==> src/hw/rtl/dwr_pkg.sv <==
// ----------------------------------------------------------------------------
// dwr_pkg
// Shared field widths, request/status codes and controller state encoding
// for the draw-without-replacement block.
// ----------------------------------------------------------------------------
package dwr_pkg;

    localparam int RND_W  = 31;
    localparam int NUM_W  = 8;
    localparam int STAT_W = 2;
    localparam int CFG_W  = 8;

    localparam logic [CFG_W-1:0] POOL_SIZE_RST = 8'd75;

    localparam logic REQ_REFILL = 1'b0;
    localparam logic REQ_DRAW   = 1'b1;

    typedef enum logic [STAT_W-1:0] {
        STAT_DRAWN    = 2'd0,
        STAT_REFILLED = 2'd1,
        STAT_EMPTY    = 2'd2
    } status_t;

    typedef enum logic [5:0] {
        ST_FILL  = 6'b000001,
        ST_IDLE  = 6'b000010,
        ST_COUNT = 6'b000100,
        ST_DIV   = 6'b001000,
        ST_FIND  = 6'b010000,
        ST_DONE  = 6'b100000
    } state_t;

endpackage

==> src/hw/rtl/dwr_ram.sv <==
// ----------------------------------------------------------------------------
// dwr_ram
// Generic single-write, single-read RAM with registered read data.
// ----------------------------------------------------------------------------
module dwr_ram #(
    parameter int WIDTH = 1,
    parameter int DEPTH = 128,
    localparam int AW   = (DEPTH > 1) ? $clog2(DEPTH) : 1
) (
    input  logic             clk,
    input  logic             we,
    input  logic [AW-1:0]    waddr,
    input  logic [WIDTH-1:0] wdata,
    input  logic [AW-1:0]    raddr,
    output logic [WIDTH-1:0] rdata
);

    logic [WIDTH-1:0] mem [DEPTH];
    logic [WIDTH-1:0] rdata_reg;

    always_ff @(posedge clk) begin
        if (we) begin
            mem[waddr] <= wdata;
        end
        rdata_reg <= mem[raddr];
    end

    assign rdata = rdata_reg;

endmodule

==> src/hw/rtl/draw_without_replacement_top.sv <==
// ----------------------------------------------------------------------------
// draw_without_replacement_top
// Draws numbered items 1..pool_size without replacement; presence marks in RAM.
// ----------------------------------------------------------------------------
// Usage:
//   s_ channel: one request per transfer. s_tuser = 0 refills the pool,
//   1 draws one item using s_tdata as the random value.
//   m_ channel: exactly one result per request, m_tdata = drawn number
//   (0 when nothing drawn), m_tuser = status (0 drawn, 1 refilled, 2 empty).
//   cfg_ channel: writes pool_size (reset 75); values above POOL_MAX act as
//   POOL_MAX. cfg_ready is high only while idle with no result waiting, and
//   a pending write holds s_tready low.
// Operation:
//   Refill: one presence mark written per cycle over all POOL_MAX marks.
//   Draw: a first scan counts the remaining items, the remainder is then
//   formed one quotient bit per cycle, a second scan runs up to the chosen
//   item, and the result is handed off; the presence RAM has one port each
//   way, so each scan visits one mark per cycle.
// Reset: a fill pass over all POOL_MAX marks sets every item present;
//   s_tready stays low until it completes.
// Stall: a finished result waits in the output register; the next request is
//   accepted meanwhile, and its result waits until the register drains.
// ----------------------------------------------------------------------------
module draw_without_replacement_top #(
    parameter int POOL_MAX = 128
) (
    input  logic        aclk,
    input  logic        aresetn,
    // configuration
    input  logic        cfg_valid,
    output logic        cfg_ready,
    input  logic [7:0]  cfg_data,     // [7:0] pool_size
    // requests
    input  logic        s_tvalid,
    output logic        s_tready,
    input  logic [31:0] s_tdata,      // [30:0] random_value, [31] zero
    input  logic        s_tuser,      // [0] req_type
    // results
    output logic        m_tvalid,
    input  logic        m_tready,
    output logic [7:0]  m_tdata,      // [7:0] drawn_number
    output logic [1:0]  m_tuser       // [1:0] status
);

    localparam int AW = $clog2(POOL_MAX);
    localparam int CW = $clog2(POOL_MAX + 1);
    localparam int EW = (CW > dwr_pkg::CFG_W) ? CW : dwr_pkg::CFG_W;
    localparam int NW = (AW + 1 > dwr_pkg::NUM_W) ? AW + 1 : dwr_pkg::NUM_W;
    localparam int RW = dwr_pkg::RND_W;

    dwr_pkg::state_t  state_reg, state_next;
    logic [dwr_pkg::CFG_W-1:0] pool_size_reg;
    logic [CW-1:0]    addr_reg, addr_next;
    logic [AW-1:0]    rd_idx_reg, rd_idx_next;
    logic             rd_vld_reg, rd_vld_next;
    logic [CW-1:0]    cnt_reg, cnt_next;
    logic [CW-1:0]    rem_reg, rem_next;
    logic [RW-1:0]    rnd_reg, rnd_next;
    logic [4:0]       step_reg, step_next;
    logic             rep_reg, rep_next;
    logic [dwr_pkg::NUM_W-1:0] res_num_reg, res_num_next;
    dwr_pkg::status_t res_stat_reg, res_stat_next;
    logic             m_valid_reg, m_valid_next;
    logic [dwr_pkg::NUM_W-1:0] m_num_reg, m_num_next;
    dwr_pkg::status_t m_stat_reg, m_stat_next;

    logic             ram_we;
    logic [AW-1:0]    ram_waddr;
    logic             ram_wdata;
    logic [AW-1:0]    ram_raddr;
    logic             ram_rdata;

    logic [EW-1:0]    size_ext;
    logic [CW-1:0]    size;
    logic             issue;
    logic [CW:0]      div_trial;
    logic [NW-1:0]    num_ext;
    logic             out_free;

    // effective pool size, clamped to the RAM depth
    assign size_ext = EW'(pool_size_reg);
    assign size     = (size_ext > EW'(POOL_MAX)) ? CW'(POOL_MAX) : CW'(size_ext);
    assign issue    = (addr_reg < size);
    assign div_trial = {rem_reg, rnd_reg[RW-1]};
    assign num_ext  = NW'(rd_idx_reg) + NW'(1);
    assign out_free = !m_valid_reg || m_tready;

    dwr_ram #(
        .WIDTH (1),
        .DEPTH (POOL_MAX)
    ) u_marks (
        .clk   (aclk),
        .we    (ram_we),
        .waddr (ram_waddr),
        .wdata (ram_wdata),
        .raddr (ram_raddr),
        .rdata (ram_rdata)
    );

    always_comb begin
        state_next    = state_reg;
        addr_next     = addr_reg;
        rd_idx_next   = rd_idx_reg;
        rd_vld_next   = 1'b0;
        cnt_next      = cnt_reg;
        rem_next      = rem_reg;
        rnd_next      = rnd_reg;
        step_next     = step_reg;
        rep_next      = rep_reg;
        res_num_next  = res_num_reg;
        res_stat_next = res_stat_reg;
        m_valid_next  = m_valid_reg && !m_tready;
        m_num_next    = m_num_reg;
        m_stat_next   = m_stat_reg;
        ram_we        = 1'b0;
        ram_waddr     = addr_reg[AW-1:0];
        ram_wdata     = 1'b1;
        ram_raddr     = addr_reg[AW-1:0];
        s_tready      = 1'b0;

        case (state_reg)
            dwr_pkg::ST_FILL: begin
                ram_we = 1'b1;
                if (addr_reg == CW'(POOL_MAX - 1)) begin
                    res_num_next  = '0;
                    res_stat_next = dwr_pkg::STAT_REFILLED;
                    state_next    = rep_reg ? dwr_pkg::ST_DONE : dwr_pkg::ST_IDLE;
                end else begin
                    addr_next = addr_reg + CW'(1);
                end
            end
            dwr_pkg::ST_IDLE: begin
                // a pending register write goes first
                s_tready = !cfg_valid;
                if (s_tvalid && !cfg_valid) begin
                    addr_next = '0;
                    if (s_tuser == dwr_pkg::REQ_REFILL) begin
                        rep_next   = 1'b1;
                        state_next = dwr_pkg::ST_FILL;
                    end else begin
                        rnd_next   = s_tdata[RW-1:0];
                        cnt_next   = '0;
                        state_next = dwr_pkg::ST_COUNT;
                    end
                end
            end
            dwr_pkg::ST_COUNT: begin
                if (issue) begin
                    addr_next   = addr_reg + CW'(1);
                    rd_idx_next = addr_reg[AW-1:0];
                    rd_vld_next = 1'b1;
                end
                if (rd_vld_reg) begin
                    cnt_next = cnt_reg + CW'(ram_rdata);
                end
                if (!issue && !rd_vld_reg) begin
                    if (cnt_reg == '0) begin
                        res_num_next  = '0;
                        res_stat_next = dwr_pkg::STAT_EMPTY;
                        state_next    = dwr_pkg::ST_DONE;
                    end else begin
                        rem_next   = '0;
                        step_next  = '0;
                        state_next = dwr_pkg::ST_DIV;
                    end
                end
            end
            dwr_pkg::ST_DIV: begin
                // restoring remainder step, one random bit per cycle
                if (div_trial >= {1'b0, cnt_reg}) begin
                    rem_next = CW'(div_trial - {1'b0, cnt_reg});
                end else begin
                    rem_next = CW'(div_trial);
                end
                rnd_next  = {rnd_reg[RW-2:0], 1'b0};
                step_next = step_reg + 5'd1;
                if (step_reg == 5'(RW - 1)) begin
                    addr_next  = '0;
                    state_next = dwr_pkg::ST_FIND;
                end
            end
            dwr_pkg::ST_FIND: begin
                // rem_reg now holds the rank among present items
                if (rd_vld_reg && ram_rdata && rem_reg == '0) begin
                    ram_we        = 1'b1;
                    ram_waddr     = rd_idx_reg;
                    ram_wdata     = 1'b0;
                    res_num_next  = num_ext[dwr_pkg::NUM_W-1:0];
                    res_stat_next = dwr_pkg::STAT_DRAWN;
                    state_next    = dwr_pkg::ST_DONE;
                end else begin
                    if (rd_vld_reg && ram_rdata) begin
                        rem_next = rem_reg - CW'(1);
                    end
                    if (issue) begin
                        addr_next   = addr_reg + CW'(1);
                        rd_idx_next = addr_reg[AW-1:0];
                        rd_vld_next = 1'b1;
                    end else if (!rd_vld_reg) begin
                        res_num_next  = '0;
                        res_stat_next = dwr_pkg::STAT_EMPTY;
                        state_next    = dwr_pkg::ST_DONE;
                    end
                end
            end
            dwr_pkg::ST_DONE: begin
                if (out_free) begin
                    m_valid_next = 1'b1;
                    m_num_next   = res_num_reg;
                    m_stat_next  = res_stat_reg;
                    state_next   = dwr_pkg::ST_IDLE;
                end
            end
            default: begin
                state_next = dwr_pkg::ST_IDLE;
            end
        endcase
    end

    always_ff @(posedge aclk) begin
        if (!aresetn) begin
            state_reg     <= dwr_pkg::ST_FILL;
            addr_reg      <= '0;
            rd_vld_reg    <= 1'b0;
            rep_reg       <= 1'b0;
            m_valid_reg   <= 1'b0;
            pool_size_reg <= dwr_pkg::POOL_SIZE_RST;
        end else begin
            state_reg   <= state_next;
            addr_reg    <= addr_next;
            rd_vld_reg  <= rd_vld_next;
            rep_reg     <= rep_next;
            m_valid_reg <= m_valid_next;
            if (cfg_valid && cfg_ready) begin
                pool_size_reg <= cfg_data;
            end
        end
    end

    always_ff @(posedge aclk) begin
        rd_idx_reg   <= rd_idx_next;
        cnt_reg      <= cnt_next;
        rem_reg      <= rem_next;
        rnd_reg      <= rnd_next;
        step_reg     <= step_next;
        res_num_reg  <= res_num_next;
        res_stat_reg <= res_stat_next;
        m_num_reg    <= m_num_next;
        m_stat_reg   <= m_stat_next;
    end

    assign cfg_ready = (state_reg == dwr_pkg::ST_IDLE) && !m_valid_reg;
    assign m_tvalid  = m_valid_reg;
    assign m_tdata   = m_num_reg;
    assign m_tuser   = m_stat_reg;

    // rank must stay below the remaining count throughout the search
    a_rank_below_count: assert property (@(posedge aclk) disable iff (!aresetn)
        state_reg == dwr_pkg::ST_FIND |-> rem_reg < cnt_reg)
        else $error("rank not below remaining count");

    // remaining count never exceeds the effective pool size
    a_count_bounded: assert property (@(posedge aclk) disable iff (!aresetn)
        state_reg == dwr_pkg::ST_DIV |-> cnt_reg <= size)
        else $error("remaining count above pool size");

    // marks change only during the refill pass or when an item is taken
    a_write_states: assert property (@(posedge aclk) disable iff (!aresetn)
        ram_we |-> (state_reg == dwr_pkg::ST_FILL || state_reg == dwr_pkg::ST_FIND))
        else $error("mark RAM written outside fill or find");

    // a drawn result carries a nonzero number
    a_drawn_nonzero: assert property (@(posedge aclk) disable iff (!aresetn)
        (m_tvalid && m_tuser == dwr_pkg::STAT_DRAWN && POOL_MAX < 256)
            |-> m_tdata != '0)
        else $error("drawn result with number zero");

endmodule

==> config.mk <==
export PLATFORM = sky130hd
export DESIGN_NAME = draw_without_replacement_top
export DESIGN_NICKNAME = d
export VERILOG_FILES = /design/src/hw/rtl/dwr_pkg.sv /design/src/hw/rtl/dwr_ram.sv /design/src/hw/rtl/draw_without_replacement_top.sv
export SDC_FILE = /design/constraint.sdc
export NUM_CORES = 1
export LEC_CHECK = 0
export BUFFER_PORTS_ARGS = -buffer_cell sky130_fd_sc_hd__clkbuf_2
export CORE_UTILIZATION = 45
export CTS_CLUSTER_DIAMETER = 100
export DETAILED_ROUTE_END_ITERATION = 10
export PLACE_DENSITY = 0.7
export SYNTH_ARGS = -nofsm -noshare
export SYNTH_HDL_FRONTEND = slang
export SYNTH_SLANG_ARGS = --single-unit
export TNS_END_PERCENT = 100
==> constraint.sdc <==
create_clock -name aclk -period 7.5 [get_ports aclk]
set_input_delay 0.375 -clock aclk [delete_from_list [all_inputs] [get_ports aclk]]
set_output_delay 0.375 -clock aclk [all_outputs]
set_load 0.01 [all_outputs]
# Yosys cells after proc, flatten, opt, wreduce, memory -nomap -nowiden
# Memories as Yosys holds them, arrays and structs flattened. A register that Yosys moved wholly into a read port is not among the register bits.
# Index checks and enable logic that the tools add are counted.
dict set report totals {
  regBits 104
  ram_bits 128
  inputBits 46
  output_inout_bits 13
  word_cells 146
  mem_count 1
}
# memory depth word_bits read_ports rd_clocked_by_memory_dff wr line_no
set mem_list {}
lappend mem_list {u_marks.mem 128 1 1 1 1 dwr_ram.sv:18} ;# logic [WIDTH-1:0] mem [DEPTH];
dict set report classes {
  add_sub_neg 6
  n_lt_le_gt_ge 3
  eq_ne 22
  muxes 66
  bitwise_logic 1
  reduce_logical 32
}
# operator n
set op_table {}
lappend op_table {{8-bit 2-to-1 mux} 20}
lappend op_table {{31-bit 2-to-1 mux} 2}
lappend op_table {{31-bit case mux with 2 select lines} 1}
lappend op_table {{6-bit 2-to-1 mux} 10}
lappend op_table {{8-bit case mux with 3 select lines} 2}
lappend op_table {{8-bit case mux with 5 select lines} 1}
lappend op_table {{6-bit case mux with 6 select lines} 1}
lappend op_table {{7-bit 2-to-1 mux} 4}
lappend op_table {{2-bit inequality test (second input constant)} 12}
lappend op_table {{8-bit logical NOT} 2}
lappend op_table {{8-bit case mux with 2 select lines} 1}
lappend op_table {{7-bit case mux with 2 select lines} 1}
lappend op_table {{2-bit 2-to-1 mux} 6}
lappend op_table {{1-bit 2-to-1 mux} 10}
lappend op_table {{5-bit 2-to-1 mux} 2}
lappend op_table {{5-bit case mux with 2 select lines} 1}
lappend op_table {{5-bit AND reduction} 2}
lappend op_table {{9-bit by 8-bit >= comparator with 1-bit output} 1}
lappend op_table {{3-bit AND reduction} 3}
lappend op_table {{7-bit by 1-bit adder with 8-bit output (second input constant)} 1}
lappend op_table {{8-bit by 1-bit adder with 8-bit output} 1}
lappend op_table {{8-bit by 1-bit adder with 8-bit output (second input constant)} 1}
lappend op_table {{8-bit by 7-bit == test with 1-bit output (second input constant)} 1}
lappend op_table {{8-bit greater-than comparator (second input constant)} 1}
lappend op_table {{26 further kinds} 43}

# Depth between registers and ports, before layout
# Gate-level depths: netlist of the first run.
dict set report logic_depth {
  ltp_word 7
  ltp_mapped 11
  depth_no_buf 9
}

# Hierarchy
# A second synthesis of the first run with hierarchy kept.
dict set report unflattened {
  cells_unflattened 930
  area_unflattened_um2 11096.9
}
# module instances cells_each area_each_um2 seq_area_each_um2
set modules_own_cells {}
lappend modules_own_cells {dwr_ram 1 395 5719.2 3863.7}
lappend modules_own_cells {draw_without_replacement_top 1 535 5377.7 2872.8}

# Least setup slack after synthesis of the first run
# Ideal clock, no wire load.
dict set report synth_timing {
  kind {reg-to-reg}
  start {register rem_reg[0]}
  end {register res_num_reg[0] in the netlist's numbering (enable)}
  setup_ps 434
  arrival_time_ps 3632
  setup_slack_ps 3434
  stages_incl_launch_ff 9
  path_buffers 0
  synth_period_minus_slack_ps 4066
  path_cell_list {edfxtp_1 -> inv_1 -> ha_1 -> or3b_2 -> nor4_2 -> nor2_1 -> nor2_1 -> nor2_1 -> a2111oi_0}
}
dict set report synth_between {
  elab_chain_cells 4
  word_cells_on_any_way 5
}
# element line_no
set synth_lines {}
lappend synth_lines {{from (decl)} draw_without_replacement_top.sv:57} ;# logic [CW-1:0] rem_reg, rem_next;
lappend synth_lines {{from (signal assigned)} draw_without_replacement_top.sv:243} ;# rem_reg <= rem_next;
lappend synth_lines {{8-bit logical NOT *} draw_without_replacement_top.sv:184} ;# if (rd_vld_reg && ram_rdata && rem_reg == '0) begin
lappend synth_lines {{1-bit logical AND *} draw_without_replacement_top.sv:184}
lappend synth_lines {{3-bit inequality test (no line)} --}
lappend synth_lines {{6-bit AND reduction (no line) *} --}
lappend synth_lines {{to (signal assigned)} draw_without_replacement_top.sv:246} ;# res_num_reg <= res_num_next;
lappend synth_lines {{to (decl)} draw_without_replacement_top.sv:61} ;# logic [dwr_pkg::NUM_W-1:0] res_num_reg, res_num_next;
# Mark *: on every way between the ends. The rest lies on a longest branch, timed or not.
# A chain may end at the register's enable or synchronous reset.

# Worst setup path after layout of the first run
dict set report layout_timing {
  start {register rem_reg[0]}
  end {memory u_marks.mem[28] (enable)}
}
dict set report layout_between {
  elab_chain_cells 6
  word_cells_on_any_way 8
}
# element line_no
set layout_lines {}
lappend layout_lines {{8-bit logical NOT *} draw_without_replacement_top.sv:184}
lappend layout_lines {{1-bit logical AND *} draw_without_replacement_top.sv:184}
lappend layout_lines {{1-bit 2-to-1 mux} draw_without_replacement_top.sv:184}
lappend layout_lines {{1-bit case mux with 2 select lines} draw_without_replacement_top.sv:121} ;# case (state_reg)
lappend layout_lines {{1-bit 2-to-1 mux} dwr_ram.sv:22} ;# if (we) begin
lappend layout_lines {{1-bit 2-to-1 mux (implied by the code)} dwr_ram.sv:23} ;# mem[waddr] <= wdata;
lappend layout_lines {{to (decl)} dwr_ram.sv:18}
# Marked as above.

==> run_results.csv, run 1 <==
group,metric,value,unit
timing,tightestPinTransition,1.16,ns
synthesis,synth_edf_count,207,
synthesis,synth_cells,965,
timing,clock_skew,0.0277,ns
layout,n_fill_cell,2079,
synthesis,synthFlopType,"edfxtp_1",
synthesis,ys_seq_elements,233,
timing,rsz0062_at_grt,"no",
layout,mostFrequentLayoutCells,"edfxtp_1 (207), nor2_1 (177), nand2_1 (163), clkbuf_2 (57), mux4_2 (29)",
synthesis,synth.avg_cell_area,11.7,µm²
cts,insertion_delay,0.54,ns
route,antenna_left,0,
synthesis,synth_seq_area_share,0.596,
power,power.density,235,mW/mm²
cts,htreeDepth,1,
cts,cts_buffer_depth,3,
cts,cts_buffers,25,
die,boundaryPins,59,
cts,clock-sinks,233,
timing,finalMaxSlewViolations,0,
global_routing,grt_remaining_overflow,0,
timing,post-route-period-util,0.636,
power,total_power,2.98,mW
route,firstDrtPassIters,5,
die,initial_core_util,0.462,
layout,diodes,0,
layout,fin_nets,1081,
layout,final_cells,1355,
timing,max_freq,0.210,GHz
route,drt-wirelength-per-cell,17.8,µm
layout,largest_reg_flops,128,
placed_design,io_buffers,57,
die,die_h,160,µm
flow_run,maxCapViolCount,0,
layout,area_growth_syn_to_layout,12.2,%
route,via_per_inst,5.64,
global_routing,grt_max_degree,89,
die,core-area,0.0245,mm²
setup_path,crit_type,"reg2reg",
die,fp.dieArea,0.0258,mm²
route,drc,0,
placed_design,dpl_cell_area,0.0119,mm²
route,drtIter0Drc,779,
cts,cts_tree,"built",
setup_path,critPathCaptureType,"flip-flop",
placed_design,placed_cells,1309,
cts,clkTransAtPathRegs,0.07,ns
run_status,status,"completed",
placed_design,dp_hpwl,15600,µm
layout,fin_area,0.0127,mm²
cts,cts_resized,0,
route,drt-total-wl,24200,µm
timing,max_slew_margin,0.224,
synthesis,syn_nets,1034,
synthesis,syn_area,0.0113,mm²
min_path,hp-class,"in2reg",
setup_path,required,7.74,ns
layout,finish.utilization,0.518,
global_routing,grt_pass1_wl,38600,µm
global_routing,grt_usage,0.189,
die,die_x,160,µm
cts,clockRootBuffer,"clkbuf_16",
timing,finalHoldViolations,0,
placed_design,place.gp.congestion,0.862,
timing,period_minus_slack,4.77,ns
timing,finalSetupViolCount,0,
global_routing,grt_pass1_vias,7268,
setup_path,arrival,5.01,ns
setup_path,r2r_slack,2.73,ns
timing,worst_hold_slack,0.0901,ns
synthesis,synth_cell_types,71,
setup_path,cp-start-kind,"flip-flop",
synthesis,yosysWarnings,0,
timing,worst_slack,2.73,ns
die,rows,57,
power,power_leakage,4.63,nW
synthesis,async_flop_share,0,
timing,fin_tns_setup,0,ns
cts,cts_hold_buffers,0,
cts,post_cts_buffers,0,
placed_design,pre_cts_slack,2.75,ns
global_routing,antenna_found_initial,0,
layout,final_common_cell,"edfxtp_1",
route,vias,7642,
setup_path,cp_max_fo,88,
power,ir_worst_vdd,0.000141,V
layout,drive_gt1_frac,0.165,
## where the power goes
group	leakage (nW)	total [mW]	internal, mW	switching, mW
registers	2.38	1.43	1.42	0.00735
clock network	0.396	1.21	0.703	0.510
logic	1.85	0.337	0.112	0.225
total	4.63	2.98	2.24	0.743
## path summary, 6_finish.rpt
path                                      from                       endpoint  depth (start not counted)
hold reg to reg   res_num_reg[5]$_SDFFCE_PN0P_           m_tdata[5]$_DFFE_PP_                          0
hold / removal                     cfg_data[0]  pool_size_reg[0]$_SDFFE_PN1P_                          3
setup reg to reg          rem_reg[0]$_DFFE_PP_      u_marks.mem[28]$_DFFE_PP_                         10
setup / recovery          rem_reg[0]$_DFFE_PP_      u_marks.mem[28]$_DFFE_PP_                         10
## layout make-up
| class | instances | area, µm² | area share |
|---|---|---|---|
| sequential | 233 | 6740 | 0.531 |
| multi-input combinational | 670 | 4320 | 0.340 |
| inverter | 18 | 70.1 | 0.00553 |
| clock inverter | 17 | 151 | 0.0119 |
| tap | 324 | 405 | 0.0320 |
| clock buffer | 29 | 661 | 0.0521 |
| timing repair buffer | 64 | 338 | 0.0266 |
## kinds of logic after synthesis
kind of cell,after synthesis,share of synthesized area
muxes,60,0.0888
DFF,233,0.596
buffers and inverters,62,0.0238
AOI/OAI and AO/OA,102,0.0607
xor gates and xnor gates,20,0.0155
and+or+nand+nor,465,0.189
adders and majority gates,23,0.0261
## layer usage
layer  global-route usage  part of all wire  wire length, µm
met5                    0                 0                0
met4               0.0571             0.020              487
met3               0.0261             0.069             1680
met2                0.311              0.48            11600
met1                0.261              0.43            10400
## Yosys cell counts, types with 4 or more instances
cell type	n	area, µm²
edfxtp_1	207	6220
a22oi_1	7	52.6
o311ai_0	6	52.6
and2_1	5	31.3
xor2_1	8	70.1
mux2i_1	21	210
nor3_1	7	35.0
nand3_1	28	140
inv_1	17	63.8
nand3_2	5	50.1
dfxtp_1	26	521
nand2_1	163	612
xnor2_1	12	105
mux2_2	6	67.6
o31ai_1	4	30.0
a21oi_1	27	135
and3_1	6	37.5
nor4_1	7	43.8
nor2b_1	9	56.3
o21a_1	8	60.1
ha_1	22	275
clkbuf_1	28	105
nand2b_1	11	68.8
o22ai_1	9	56.3
nor2_1	177	664
or4_1	4	30.0
o21ai_0	16	80.1
nand4_1	7	43.8
nand3b_1	8	60.1
a31oi_1	4	25.0
mux4_2	29	653
a211oi_1	4	30.0
buf_2	12	60.1
## worst max-delay path, cell delays in order (launching register included)
cell,delay (ns)
edfxtp_1,0.45
inv_1,0.16
ha_1,0.23
or3b_2,0.50
nor4_2,0.55
and2_1,0.62
inv_4,0.35
buf_4,0.51
mux2i_4,0.34
nand3_2,0.45
nor2_1,0.30
No activity file was read; power rests on OpenSTA's default activity.
==> run 2: changes to the inputs <==
--- a/config.mk
+++ b/config.mk
@@ -5,6 +5,7 @@
 export SDC_FILE = /design/constraint.sdc
 export NUM_CORES = 1
 export LEC_CHECK = 0
+export ABC_AREA = 1
 export BUFFER_PORTS_ARGS = -buffer_cell sky130_fd_sc_hd__clkbuf_2
 export CORE_UTILIZATION = 45
 export CTS_CLUSTER_DIAMETER = 100
==> constraint.sdc (replaced) <==
create_clock -name aclk -period 4.8 [get_ports aclk]
set_input_delay 0.24 -clock aclk [delete_from_list [all_inputs] [get_ports aclk]]
set_output_delay 0.24 -clock aclk [all_outputs]
set_load 0.01 [all_outputs]
==> run_results.csv, run 2 <==
group,metric,value,unit
cts,cts_buffer_depth,3,
power,switchingPower,1.98,mW
setup_path,crit_top_cell,"nor2_1",
cts,post_cts_buffers,0,
setup_path,arrival,3.65,ns
route,antenna_left,0,
layout,final_common_cell,"nor2_1",
global_routing,grt_remaining_overflow,0,
power,total_power,5.87,mW
cts,insertion_delay,0.52,ns
placed_design,dp_hpwl,15700,µm
die,core-area,0.0242,mm²
setup_path,rr_worst_depth,10,
timing,period_minus_slack,3.45,ns
setup_path,required,5.00,ns
layout,fin_nets,1323,
run_status,status,"completed",
setup_path,cp_max_fo,16,
synthesis,synth_top_cell_area_share,0.559,
timing,max_slew_margin,0.306,
synthesis,synth_edf_count,207,
synthesis,synth.most_common_cell,"nor2_1",
layout,area_growth_syn_to_layout,14.5,%
die,die_h,159,µm
die,die_x,159,µm
setup_path,crit_slowest_cell,"nand3_1",
synthesis,yosys.area.top_type,"edfxtp_1",
cts,clock-sinks,233,
power,ir_worst_vdd,0.000321,V
route,drc,0,
flow_run,maxCapViolCount,0,
die,rows,57,
power,power_frac_seq,0.438,
power,clkPwrFrac,0.303,
timing,post-route-period-util,0.718,
route,via_per_inst,5.29,
setup_path,cp-start-kind,"flip-flop",
min_path,hold-path-cell-count,3,
synthesis,synth_cells,1176,
synthesis,ys_seq_elements,233,
setup_path,max_stage_delay,0.59,ns
layout,finish.utilization,0.525,
layout,mostFrequentLayoutCells,"nor2_1 (266), nand2_1 (226), edfxtp_1 (207), o21ai_0 (95), inv_1 (83)",
route,drt-total-wl,25000,µm
power,p_int,3.89,mW
layout,diodes,0,
setup_path,crit_type,"reg2reg",
layout,largest_reg_flops,128,
timing,finalHoldViolations,0,
power,power.density,461,mW/mm²
route,vias,8445,
synthesis,synth_seq_area_share,0.606,
cts,htreeDepth,1,
cts,clockRootBuffer,"clkbuf_16",
power,swShare,0.337,
global_routing,grt_pass1_wl,40200,µm
global_routing,top_usage_layer,"met2",
layout,regArea,0.00674,mm²
synthesis,ys_top_cells_by_area,"edfxtp_1 (56%), nor2_1 (9.0%), nand2_1 (7.6%)",
power,combPwrFrac,0.260,
die,initial_core_util,0.459,
timing,finalMaxSlewViolations,0,
global_routing,grt_usage,0.197,
synthesis,synthFlopType,"edfxtp_1",
synthesis,syn_area,0.0111,mm²
global_routing,gr-usage-met2,0.334,
route,drtIter0Drc,829,
layout,drive_gt1_frac,0.110,
global_routing,grt_pass1_vias,8030,
cts,cts_buffers,25,
timing,fin_tns_setup,0,ns
timing,clock_skew,0.0140,ns
route,drt-wirelength-per-cell,15.7,µm
placed_design,dpl_cell_area,0.0117,mm²
global_routing,grtUsageMet1,0.265,
setup_path,path_cells,"inv_1, ha_1, nand2_1, nor2_1, nand3_2, nand2_1, o21ai_1, nor2_1, nand3_1, nor2_1",
global_routing,grt_max_degree,70,
cts,cts_tree,"built",
global_routing,gr-usage-met3,0.0274,
global_routing,antenna_found_initial,0,
timing,worst_hold_slack,0.0125,ns
synthesis,synth.avg_cell_area,9.46,µm²
layout,multiInputGateArea,0.00386,mm²
synthesis,yosysWarnings,0,
layout,n_fill_cell,2193,
synthesis,synth_cell_types,43,
timing,tightestPinTransition,1.04,ns
min_path,hp-class,"in2reg",
die,boundaryPins,59,
synthesis,synthTopCellsByCount,"nor2_1 (267), nand2_1 (226), edfxtp_1 (207)",
power,power_leakage,5.16,nW
placed_design,io_buffers,57,
setup_path,critPathCaptureType,"flip-flop",
timing,max_freq,0.290,GHz
cts,clkTransAtPathRegs,0.06,ns
timing,finalSetupViolCount,0,
synthesis,syn_nets,1245,
route,firstDrtPassIters,5,
placed_design,place.gp.congestion,0.849,
synthesis,async_flop_share,0,
die,fp.dieArea,0.0254,mm²
cts,cts_resized,0,
timing,rsz0062_at_grt,"no",
layout,fin_area,0.0127,mm²
## run 2: changes by cell type in the layout (fill, tap and decap cells not counted), moves of 11 or more
cell | previous run | this run
o221ai_1 | 0 | 11
mux4_2 | 29 | 0
nand2b_1 | 11 | 0
mux2i_1 | 21 | 0
dlygate4sd3_1 | 0 | 29
o21ai_0 | 16 | 95
nand2_1 | 163 | 226
xnor2_1 | 12 | 1
inv_1 | 17 | 83
o22ai_1 | 9 | 23
nor2_1 | 177 | 266
## run 2: stage by stage
stage / cells / worst slack (ns)
2_1_floorplan: 1176 / 1.33
3_3_place_gp: 1522 / 1.50
3_5_place_dp: 1522 / 1.37
4_1_cts: 1596 / 1.34
5_1_grt: 1596 / 1.05
6_report: 1596 / 1.35
## run 2: final cells by class
cell class / instances / area share
Clock inverter: 16 / 0.00825
Multi-Input combinational cell: 807 / 0.303
Timing Repair Buffer: 95 / 0.0505
Tap cell: 324 / 0.0318
Inverter: 92 / 0.0271
Sequential cell: 233 / 0.529
Clock buffer: 29 / 0.0503
## run 2: path summary, 6_finish.rpt
kind	start	endpoint	slack (ns)
max	rem_reg[0]$_DFFE_PP_	u_marks.mem[46]$_DFFE_PP_	1.35
min	s_tdata[13]	rnd_reg[13]$_DFFE_PP_	0.01
max reg2reg	rem_reg[0]$_DFFE_PP_	u_marks.mem[46]$_DFFE_PP_	1.35
min reg2reg	res_num_reg[2]$_SDFFCE_PN0P_	m_tdata[2]$_DFFE_PP_	0.42
## run 2: cells by family (layout without fill, tap and decap cells)
kind of cell / count (synthesis) / count (layout) / share of synthesized area
and+or+nand+nor: 582 / 582 / 0.213
DFF: 233 / 233 / 0.606
AOI/OAI and AO/OA: 191 / 191 / 0.0987
buffers and inverters: 136 / 232 / 0.0477
adders and majority gates: 23 / 23 / 0.0265
xor gates and xnor gates: 11 / 11 / 0.00866
## run 2: critical path, delay by kind of cell (launching register included)
family / cells / cell delay (ns)
AND/OR/NAND/NOR: 7 / 2.13
flip-flops: 1 / 0.44
adder cells (fa/ha/maj): 1 / 0.22
buffers and inverters: 1 / 0.18
AO/OA/AOI/OAI: 1 / 0.16
## run 2: per-layer routing
layer | up-vias | wire length, µm
met5 | - | 0
met2 | 238 | 11900
li1 | 4157 | -
met3 | 47 | 1460
met1 | 4003 | 11100
met4 | 0 | 547
## run 2: power by group through the flow
stage	clock network [mW]	registers, mW	logic (mW)
2_1_floorplan	0	2.55	1.12
3_3_place_gp	0	2.60	1.46
3_5_place_dp	0	2.61	1.49
4_1_cts	1.81	2.57	1.51
5_1_grt	1.87	2.59	1.72
6_report	1.78	2.57	1.52
## run 2: timing repair
item	CTS	global route
endpoints found under the hold margin	29	0
hold buffers	29	0
endpoints found under the setup margin	0	0
==> run 3: changes to the inputs <==
==> constraint.sdc (replaced) <==
create_clock -name aclk -period 3.56 [get_ports aclk]
set_input_delay 0.178 -clock aclk [delete_from_list [all_inputs] [get_ports aclk]]
set_output_delay 0.178 -clock aclk [all_outputs]
set_load 0.01 [all_outputs]
==> run_results.csv, run 3 (synthesized netlist as in run 2, its figures left out) <==
group,metric,value,unit
timing,period_minus_slack,3.13,ns
die,core-area,0.0242,mm²
layout,fin_area,0.0131,mm²
route,via_per_inst,5.32,
global_routing,grt_max_degree,98,
layout,finish.utilization,0.540,
placed_design,dpl_cell_area,0.0118,mm²
route,firstDrtPassIters,5,
flow_run,maxCapViolCount,0,
timing,finalHoldViolations,0,
timing,post-route-period-util,0.879,
timing,finalMaxSlewViolations,0,
layout,largest_reg_flops,128,
power,clkPwrFrac,0.320,
power,switchingPower,2.70,mW
global_routing,grt_remaining_overflow,0,
setup_path,cp_max_fo,13,
cts,cts_hold_buffers,43,
layout,mostFrequentLayoutCells,"nor2_1 (266), nand2_1 (226), edfxtp_1 (207), o21ai_0 (95), inv_1 (83)",
setup_path,crit_type,"reg2reg",
cts,clock-sinks,233,
cts,clkTransAtPathRegs,0.06,ns
placed_design,placed_cells,1536,
power,swShare,0.329,
die,fp.dieArea,0.0254,mm²
die,rows,57,
layout,n_fill_cell,2168,
placed_design,pre_cts_slack,0.489,ns
timing,finalSetupViolCount,0,
die,die_h,159,µm
timing,worst_hold_slack,0.0579,ns
cts,cts_buffer_depth,3,
placed_design,dp_hpwl,16100,µm
setup_path,cp-start-kind,"flip-flop",
min_path,hp-class,"in2reg",
setup_path,arrival,3.35,ns
timing,worst_slack,0.429,ns
route,vias,8639,
route,drtIter0Drc,852,
route,antenna_left,0,
die,initial_core_util,0.459,
global_routing,grt_pass1_wl,41400,µm
timing,rsz0062_at_grt,"no",
cts,cts_buffers,25,
cts,htreeDepth,1,
die,boundaryPins,59,
setup_path,required,3.78,ns
cts,insertion_delay,0.52,ns
route,drt-total-wl,25900,µm
layout,final_common_cell,"nor2_1",
power,power.density,626,mW/mm²
power,power_leakage,5.34,nW
cts,clockRootBuffer,"clkbuf_16",
global_routing,antenna_found_initial,0,
power,ir_worst_vdd,0.000380,V
layout,fin_nets,1351,
layout,area_growth_syn_to_layout,17.7,%
setup_path,critPathCaptureType,"flip-flop",
timing,max_slew_margin,0.411,
cts,post_cts_buffers,0,
global_routing,grt_usage,0.203,
power,p_int,5.50,mW
die,die_x,159,µm
power,power_frac_seq,0.419,
timing,tightestPinTransition,0.881,ns
route,drc,0,
route,drt-wirelength-per-cell,16.0,µm
power,combPwrFrac,0.260,
timing,clock_skew,0.00873,ns
placed_design,place.gp.congestion,0.865,
power,total_power,8.20,mW
layout,diodes,0,
layout,drive_gt1_frac,0.122,
run_status,status,"completed",
placed_design,io_buffers,57,
cts,cts_resized,0,
timing,max_freq,0.319,GHz
timing,fin_tns_setup,0,ns
global_routing,grt_pass1_vias,8269,
cts,cts_tree,"built",
layout,final_cells,1625,
[run 3: critical path: stages, from the launching register on]
cell and delay [ns]:
edfxtp_1 0.44, inv_1 0.16, ha_1 0.20, nand2_1 0.14
nor2_1 0.25, nand3_2 0.30, buf_4 0.27, nand2_1 0.07
o21ai_2 0.11, nor2_1 0.18, nand2_1 0.43, nor2_1 0.25
[run 3: power groups by stage]
stage               Combinational, mW  Clock [mW]  Sequential, mW
floorplan                        1.50           0            3.43
global placement                 2.02           0            3.48
detailed placement               2.06           0            3.49
CTS                              2.11        2.65            3.44
global route                     2.40        2.75            3.46
finish                           2.13        2.63            3.44
[run 3: area by class of cell]
| type | instances | area (µm²) | share of cell area |
|---|---|---|---|
| Tap cell | 324 | 405 | 0.0310 |
| Clock inverter | 15 | 131 | 0.0100 |
| Clock buffer | 31 | 711 | 0.0543 |
| Timing Repair Buffer | 123 | 901 | 0.0688 |
| Multi-Input combinational cell | 807 | 3860 | 0.295 |
| Inverter | 92 | 345 | 0.0264 |
| Sequential cell | 233 | 6740 | 0.515 |
[run 3: worst paths after layout]
path	endpoint	cells past startpoint	slack, ns	start
max	u_marks.mem[25]$_DFFE_PP_	11	0.43	rem_reg[0]$_DFFE_PP_
min	state_reg[0]$_SDFFE_PN1P_	2	0.06	aresetn
max reg2reg	u_marks.mem[25]$_DFFE_PP_	11	0.43	rem_reg[0]$_DFFE_PP_
min reg2reg	m_tdata[0]$_DFFE_PP_	0	0.42	res_num_reg[0]$_SDFFCE_PN0P_
[run 3: metal layers]
layer	GRT usage	wire length, µm	share of wire	up-vias
li1	-	-	-	4215
met1	0.273	11300	0.44	4106
met2	0.342	12400	0.48	265
met3	0.0268	1600	0.062	53
met4	0.0599	644	0.025	0
met5	0	0	0	-
